**config.mk**
```make
export PLATFORM = sky130hd
export DESIGN_NAME = knn_ctrl
export DESIGN_NICKNAME = d
export VERILOG_FILES = /design/src/rtl/core/knn_pkg.sv /design/src/rtl/core/knn_ctrl.sv
export SDC_FILE = /design/constraint.sdc
export NUM_CORES = 1
export LEC_CHECK = 0
export CAP_MARGIN = 10
export CELL_PAD_IN_SITES_DETAIL_PLACEMENT = 2
export CELL_PAD_IN_SITES_GLOBAL_PLACEMENT = 2
export CORE_MARGIN = 8
export CORE_UTILIZATION = 31
export DETAILED_ROUTE_END_ITERATION = 6
export DONT_BUFFER_PORTS = 1
export GPL_ROUTABILITY_DRIVEN = 0
export PLACE_DENSITY_LB_ADDON = 0.1
export SLEW_MARGIN = 20
export SYNTH_ARGS = -nofsm -noshare
export SYNTH_HDL_FRONTEND = slang
export SYNTH_SLANG_ARGS = --single-unit
```
**constraint.sdc**
```tcl
create_clock -name clk -period 2.4 [get_ports clk]
set_input_delay 0.12 -clock clk [delete_from_list [all_inputs] [get_ports clk]]
set_output_delay 0.12 -clock clk [all_outputs]
set_load 0.02 [all_outputs]
```
**src/rtl/core/knn_pkg.sv**
```systemverilog
// knn_pkg: shared types and codes for the point search block
// depends on nothing
`timescale 1ns / 1ps
package knn_pkg;
	localparam int unsigned CW = 24;

	typedef enum logic [1:0] {
		REQ_ADD = 2'd0,
		REQ_QUERY = 2'd1,
		REQ_CLEAR = 2'd2,
		REQ_NONE = 2'd3
	} req_t;

	typedef enum logic [2:0] {
		ST_STORED = 3'd0,
		ST_FULL = 3'd1,
		ST_NEIGHBOR = 3'd2,
		ST_EMPTY = 3'd3,
		ST_CLEARED = 3'd4
	} status_t;

	typedef struct packed {
		logic [1:0] req_type;
		logic signed [CW-1:0] coord_x;
		logic signed [CW-1:0] coord_y;
		logic signed [CW-1:0] coord_z;
		logic [5:0] k_count;
		logic [22:0] max_radius;
	} in_item_t;

	typedef struct packed {
		logic [2:0] status;
		logic [9:0] object_index;
		logic signed [CW-1:0] pos_x;
		logic signed [CW-1:0] pos_y;
		logic signed [CW-1:0] pos_z;
		logic [24:0] distance;
		logic last;
	} out_item_t;

	// controller to datapath
	typedef struct packed {
		logic load_in;     // capture the input item
		logic store_wr;    // write the add point
		logic scan_start;  // reset scan counters and best list
		logic scan_step;   // advance the scan by one step
		logic emit_start;  // begin reading best entry
		logic emit_next;   // advance emit index
		logic sqrt_start;
		logic out_load;    // load output register from current entry
		logic [2:0] out_kind; // which status to present
	} dp_cmd_t;

	// datapath to controller
	typedef struct packed {
		logic full;
		logic scan_done;
		logic sqrt_done;
		logic emit_last;
		logic best_empty;
		logic out_busy;
	} dp_sts_t;
endpackage

```
**src/rtl/core/knn_ctrl.sv**
```systemverilog
// knn_ctrl: sequencing of add, clear, scan and result emission
// depends on knn_pkg
`timescale 1ns / 1ps
module knn_ctrl (
	input logic clk,
	input logic arst_n,
	input logic in_valid,
	input knn_pkg::req_t req,
	output logic in_stall,
	output knn_pkg::dp_cmd_t cmd,
	input knn_pkg::dp_sts_t sts
);
	import knn_pkg::*;

	typedef enum logic [6:0] {
		S_IDLE  = 7'b0000001,
		S_ADD   = 7'b0000010,
		S_CLEAR = 7'b0000100,
		S_SCAN  = 7'b0001000,
		S_READ  = 7'b0010000,
		S_ROOT  = 7'b0100000,
		S_EMIT  = 7'b1000000
	} state_t;

	state_t state_q, state_d;
	logic take;

	assign in_stall = (state_q != S_IDLE) || sts.out_busy;
	assign take = in_valid && !in_stall;

	always_comb begin
		state_d = state_q;
		cmd = '0;
		case (state_q)
			S_IDLE: begin
				if (take) begin
					cmd.load_in = 1'b1;
					case (req)
						REQ_ADD: state_d = S_ADD;
						REQ_CLEAR: state_d = S_CLEAR;
						REQ_QUERY: state_d = S_SCAN;
						default: state_d = S_IDLE;
					endcase
					cmd.scan_start = (req == REQ_QUERY);
				end
			end
			S_ADD: begin
				cmd.out_load = 1'b1;
				if (sts.full) begin
					cmd.out_kind = ST_FULL;
				end else begin
					cmd.out_kind = ST_STORED;
					cmd.store_wr = 1'b1;
				end
				state_d = S_IDLE;
			end
			S_CLEAR: begin
				cmd.out_load = 1'b1;
				cmd.out_kind = ST_CLEARED;
				state_d = S_IDLE;
			end
			S_SCAN: begin
				if (sts.scan_done) begin
					if (sts.best_empty) begin
						cmd.out_load = 1'b1;
						cmd.out_kind = ST_EMPTY;
						state_d = S_IDLE;
					end else begin
						cmd.emit_start = 1'b1;
						cmd.sqrt_start = 1'b1;
						state_d = S_ROOT;
					end
				end else begin
					cmd.scan_step = 1'b1;
				end
			end
			S_READ: begin
				cmd.emit_start = 1'b1;
				cmd.sqrt_start = 1'b1;
				state_d = S_ROOT;
			end
			S_ROOT: begin
				if (sts.sqrt_done) begin
					state_d = S_EMIT;
				end
			end
			S_EMIT: begin
				if (!sts.out_busy) begin
					cmd.out_load = 1'b1;
					cmd.out_kind = ST_NEIGHBOR;
					if (sts.emit_last) begin
						state_d = S_IDLE;
					end else begin
						cmd.emit_next = 1'b1;
						state_d = S_READ;
					end
				end
			end
			default: state_d = S_IDLE;
		endcase
	end

	always_ff @(posedge clk or negedge arst_n) begin
		if (!arst_n) begin
			state_q <= S_IDLE;
		end else begin
			state_q <= state_d;
		end
	end
endmodule
```
==> flow_metrics.tcl, run 1 <==
set metrics [dict create \
    drv_cap 0 \
    dpl_cell_area_um2 597 \
    grt_pass1_vias 636 \
    worstPathRequired_ns 2.28 \
    die_h_um 58.4 \
    diodes 0 \
    drcViolationCount 0 \
    die_w_um 58.4 \
    yosys_warnings 0 \
    layout_common_cells "7 x nor2_1, 7 x nand2_1, 7 x dlygate4sd3_1, 6 x o21ai_0, 6 x dfrtp_1" \
    hpwlAfterDp_um 1420 \
    cp_max_fo 5 \
    critPathTopFamily "simple AND/OR/NAND/NOR gates" \
    design.core.area_um2 1710 \
    synth-seq-area-share 0.316 \
    slowest_stage "dfstp_2" \
    skew_ns 0.00555 \
    tns_ns 0 \
    slew_viol_final 0 \
    timing.hold.ws_ns 0.0294 \
    clockRootBuffer "clkbuf_4" \
    pin_count 23 \
    start_util 0.327 \
    track_usage 0.118 \
    cts_made_buffers 3 \
    synthMuxAreaShare 0 \
    cts_buffer_depth 2 \
    syn_avg_cell_area_um2 8.09 \
    synth_cell_types 30 \
    synth_top_family_by_area "simple AND/OR/NAND/NOR gates" \
    hold_path.class "input pin to register" \
    ys_seq_elements 7 \
    vias 580 \
    timing.final.crit_share 0.938 \
    nNetsFinal 93 \
    grt_start_max_net_pins 11 \
    cts_tree "done" \
    syn_area_um2 558 \
    synth_ff_type "dfrtp_1" \
    rsz0062_at_grt "false" \
    clock_latency_ns 0.26 \
    cts.clk_slew.worst_paths_ns 0.06 \
    relSlewSlack 0.559 \
    ant_nets 0 \
    layout.cells.non_filler 106 \
    cp.arrival_ns 2.13 \
    grt-ovfl-total 0 \
    async_flop_share 1.00 \
    grt_antenna_before_repair 0 \
    end_kind "output port" \
    final.min_clock_period_ns 2.25 \
    syn_nets 80 \
    final_area_um2 701 \
    post_cts_buffers 0 \
    setup_viol 0 \
    largest_reg_flops 7 \
    clock.fmax_ghz 0.444 \
    synth_compound_area_frac 0.200 \
    vias_per_cell 5.47 \
    synthSimpleGateAreaFrac 0.395 \
    p_per_area_nw_per_um2 607 \
    firstDrtPassIters 4 \
    crit_buf_inv 1 \
    status "finished clean" \
    synthAdderAreaFrac 0 \
    final_hold_viol_count 0 \
    port_buffers 0 \
    multi_input_area_um2 347 \
    synth-xor-area-share 0.0157 \
    synthCells 69 \
    p_leak_uw 0.000304 \
    area_growth_pct 25.6 \
    dp.cells 95 \
    startpoint_type "register" \
    avgRoutedWirePerCell_um 18.4 \
    synth_edf_count 0 \
    drt-total-wl_um 1950 \
    drt_iter0_drc 14 \
    row_count 15 \
    path_cells "or4b_1, or2_1, nand3b_4, nor3_1, buf_4" \
    final_layout_size_suffix_gt1_frac 0.185 \
    reg_top3 "state_q: 7 flops" \
    vdd_drop_max_uv 496 \
    cpPeakStageDelay_ns 0.58 \
    worstSetupPathType "register to output port" \
    nFillCells 204 \
    die-area_um2 3410 \
    htreeDepth 1 \
    grt_pass1_wl_um 3130 \
    top_register "state_q" \
    ff_latch_area_um2 176 \
    tightest_slew_ns 0.654 \
    p_total_uw 426 \
    cts.sinks 7 \
]
==> timing repair <==
action,CTS,global route
hold endpoints to repair,12,0
setup endpoints to repair,0,1
gates resized for setup,0,1
hold buffers,7,0
==> synth_stat cells, drive strengths merged (2+ instances only) <==
master,instances,area [µm²]
nand2,7,26.3
nor2,7,26.3
dfrtp,6,150
o21ai,6,30.0
inv,5,18.8
nand3,5,25.0
nor3,5,25.0
nor4,3,18.8
and3,2,12.5
buf,2,18.8
nor2b,2,12.5
o32ai,2,25.0
or3,2,12.5
==> logic make-up (layout without fill, tap and decap cells) <==
logic type                Yosys count  count (layout)
AOI/OAI and AO/OA                  14              14
xor gates and xnor gates            1               1
and+or+nand+nor                    39              39
buffers and inverters               8              20
DFF                                 7               7
==> per-stage QoR <==
| step | util | setup WS (ns) |
|---|---|---|
| 6_report | 0.410 | 0.148 |
| 3_5_place_dp | 0.349 | 0.480 |
| 2_1_floorplan | - | 0.412 |
| 4_1_cts | 0.407 | 0.186 |
| 3_3_place_gp | 0.349 | 0.493 |
| 5_1_grt | 0.410 | 0.0522 |
==> layout make-up <==
class,count,area share
inverters,5,0.0268
multi-input cells,54,0.495
flip-flops and latches,7,0.252
clock inverters,1,0.00714
clock buffers,3,0.0321
well taps,25,0.0446
repair buffers,11,0.143
==> where the power goes <==
group	leakage, µW	switching, µW	internal [µW]
registers	0.0000939	16.7	135
clock network	0.0000177	53.0	61.4
logic	0.000193	89.9	70.1
total	0.000304	160	266
==> final timing paths <==
check	from	to	slack, ns	cells after the start
worst max-delay path	state_q[0]	cmd[8]	0.15	5
worst max register to register	state_q[3]	state_q[4]	0.42	4
min in group asynchronous	arst_n	state_q[3]	0.20	1
max in group asynchronous	arst_n	state_q[0]	1.90	1
worst min-delay path	sts[4]	state_q[5]	0.03	2
worst min register to register	state_q[4]	state_q[6]	0.77	3
==> metal layers <==
metal	up-vias	GRT usage	routed length, µm
li1	277	-	-
met4	0	0.0629	31
met3	2	0.0435	188
met1	276	0.138	907
met5	-	0	0
met2	25	0.183	819
==> worst reg2reg max path: cells and delay by family, from the launching register on <==
kind | cells | cell delay [ns]
and+or+nand+nor | 3 | 0.88
DFF | 1 | 0.46
buffers and inverters | 1 | 0.57
Power figures use the tool's default switching activity.
==> run 2, diff against run 1 <==
CORE_MARGIN = 1   (was 8)
==> run 2 against run 1 <==
Against the previous run: setup slack better by 0.055 ns; sequential cell count unchanged; core utilization up 2.9 points; clock skew down 0.00080 ns; sequential share of layout area about the same; combinational power up 9%; hold slack better by 0.0096 ns; clock-buffer cell count up 1; total power up 1.7%; critical path type unchanged.
==> flow_metrics.tcl, run 2 (synthesis results as in run 1) <==
set metrics [dict create \
    status "finished clean" \
    clock_latency_ns 0.25 \
    skew_ns 0.00475 \
    path_cells "or4b_1, or2_1, nand3b_4, nor3_1, buf_4" \
    r2r_slack_ns 0.38 \
    hpwlAfterDp_um 1360 \
    hold_path.class "input pin to register" \
    cp_max_fo 5 \
    pin_count 23 \
    nNetsFinal 94 \
    tightest_slew_ns 0.627 \
    hold_start "req[1]" \
    rr_startpoint "state_q[3]" \
    die-area_um2 1970 \
    holdPathStages 1 \
    clock.fmax_ghz 0.455 \
    cts_buffer_depth 2 \
    ant_nets 0 \
    startpoint_type "register" \
    port_buffers 0 \
    track_usage 0.225 \
    largest_reg_flops 7 \
    timing.hold.ws_ns 0.0390 \
    rsz0062_at_grt "false" \
    clockRootBuffer "clkbuf_4" \
    avgRoutedWirePerCell_um 17.8 \
    row_count 14 \
    drt_iter0_drc 7 \
    cts_tree "done" \
    die_w_um 44.4 \
    grt_pass1_vias 637 \
    design.core.area_um2 1590 \
    crit_buf_inv 1 \
    hold_path_end "state_q[2]" \
    vias_per_cell 5.52 \
    worstPathRequired_ns 2.28 \
    final_layout_size_suffix_gt1_frac 0.171 \
    cp.arrival_ns 2.08 \
    timing.final.crit_share 0.915 \
    r2r_end "state_q[4]" \
    vdd_drop_max_uv 222 \
    cts.sinks 7 \
    tns_ns 0 \
    cts.clk_slew.worst_paths_ns 0.06 \
    layout_common_cells "7 x nor2_1, 7 x nand2_1, 7 x dlygate4sd3_1, 6 x o21ai_0, 6 x dfrtp_1" \
    cpPeakStageDelay_ns 0.57 \
    drt-total-wl_um 1890 \
    critPathTopFamily "simple AND/OR/NAND/NOR gates" \
    post_cts_buffers 0 \
    end_kind "output port" \
    slew_viol_final 0 \
    final_hold_viol_count 0 \
    p_leak_uw 0.000305 \
    grt-ovfl-total 0 \
    vias 585 \
    grt_start_max_net_pins 11 \
    final.min_clock_period_ns 2.20 \
    p_per_area_nw_per_um2 619 \
    start_util 0.350 \
    reg2reg_depth 5 \
    htreeDepth 1 \
    slowest_stage "dfstp_2" \
    drcViolationCount 0 \
    die_h_um 44.4 \
    grt_antenna_before_repair 0 \
    diodes 0 \
    worstSetupPathType "register to output port" \
    relSlewSlack 0.577 \
    top_register "state_q" \
    area_growth_pct 25.3 \
    grt_pass1_wl_um 3190 \
    setup_viol 0 \
    drv_cap 0 \
    cts_made_buffers 3 \
    reg_top3 "state_q: 7 flops" \
    firstDrtPassIters 4 \
]
## run 2: final cells by class
class,count,area [µm²]
fill,191,895
sequential,7,176
inverter,5,18.8
timing repair buffer,12,108
multi-input combinational,54,340
clock buffer,4,26.3
tap,24,30.0
## run 2: worst max path at each step
stage | slack (ns) | end | startpoint | cells after the start
5_1_grt | 0.13 | cmd[8] | state_q[0] | 5
3_5_place_dp | 0.51 | cmd[8] | state_q[0] | 5
3_3_place_gp | 0.55 | cmd[8] | state_q[0] | 5
2_1_floorplan | 0.41 | cmd[6] | state_q[4] | 6
6_report | 0.20 | cmd[8] | state_q[0] | 5
4_1_cts | 0.23 | cmd[8] | state_q[0] | 5
## run 2: per-layer routing
layer	share of wire	up-vias	global-route usage
li1	-	279	-
met1	0.46	279	0.281
met2	0.49	25	0.388
met3	0.044	2	0.0286
met4	0.011	0	0.0909
met5	0	-	0
## run 2: report_power, final
| group | switching, µW | internal [µW] | total, µW |
|---|---|---|---|
| Sequential | 16.6 | 135 | 151 |
| Combinational | 97.8 | 76.5 | 174 |
| Clock | 43.5 | 63.5 | 107 |
## run 2: timing repair
item	in CTS	in global routing
gates resized for setup	0	0
hold buffers	7	0
hold endpoints to repair	12	0
## run 2: worst reg2reg max path, cell delays in order (launching register included)
cell,delay (ns)
dfrtp_1,0.44
nor4_1,0.40
buf_4,0.20
nand3_1,0.16
nor3_1,0.18
dlygate4sd3_1,0.57
## run 2: through the flow
stage	cell area [µm²]	cells	util	total power (µW)	worst slack [ns]
3_5_place_dp	603	95	0.378	309	0.506
5_1_grt	699	106	0.439	459	0.127
4_1_cts	699	106	0.439	429	0.226
2_1_floorplan	558	69	-	265	0.412
3_3_place_gp	603	95	0.378	301	0.548
6_report	699	106	0.439	433	0.203
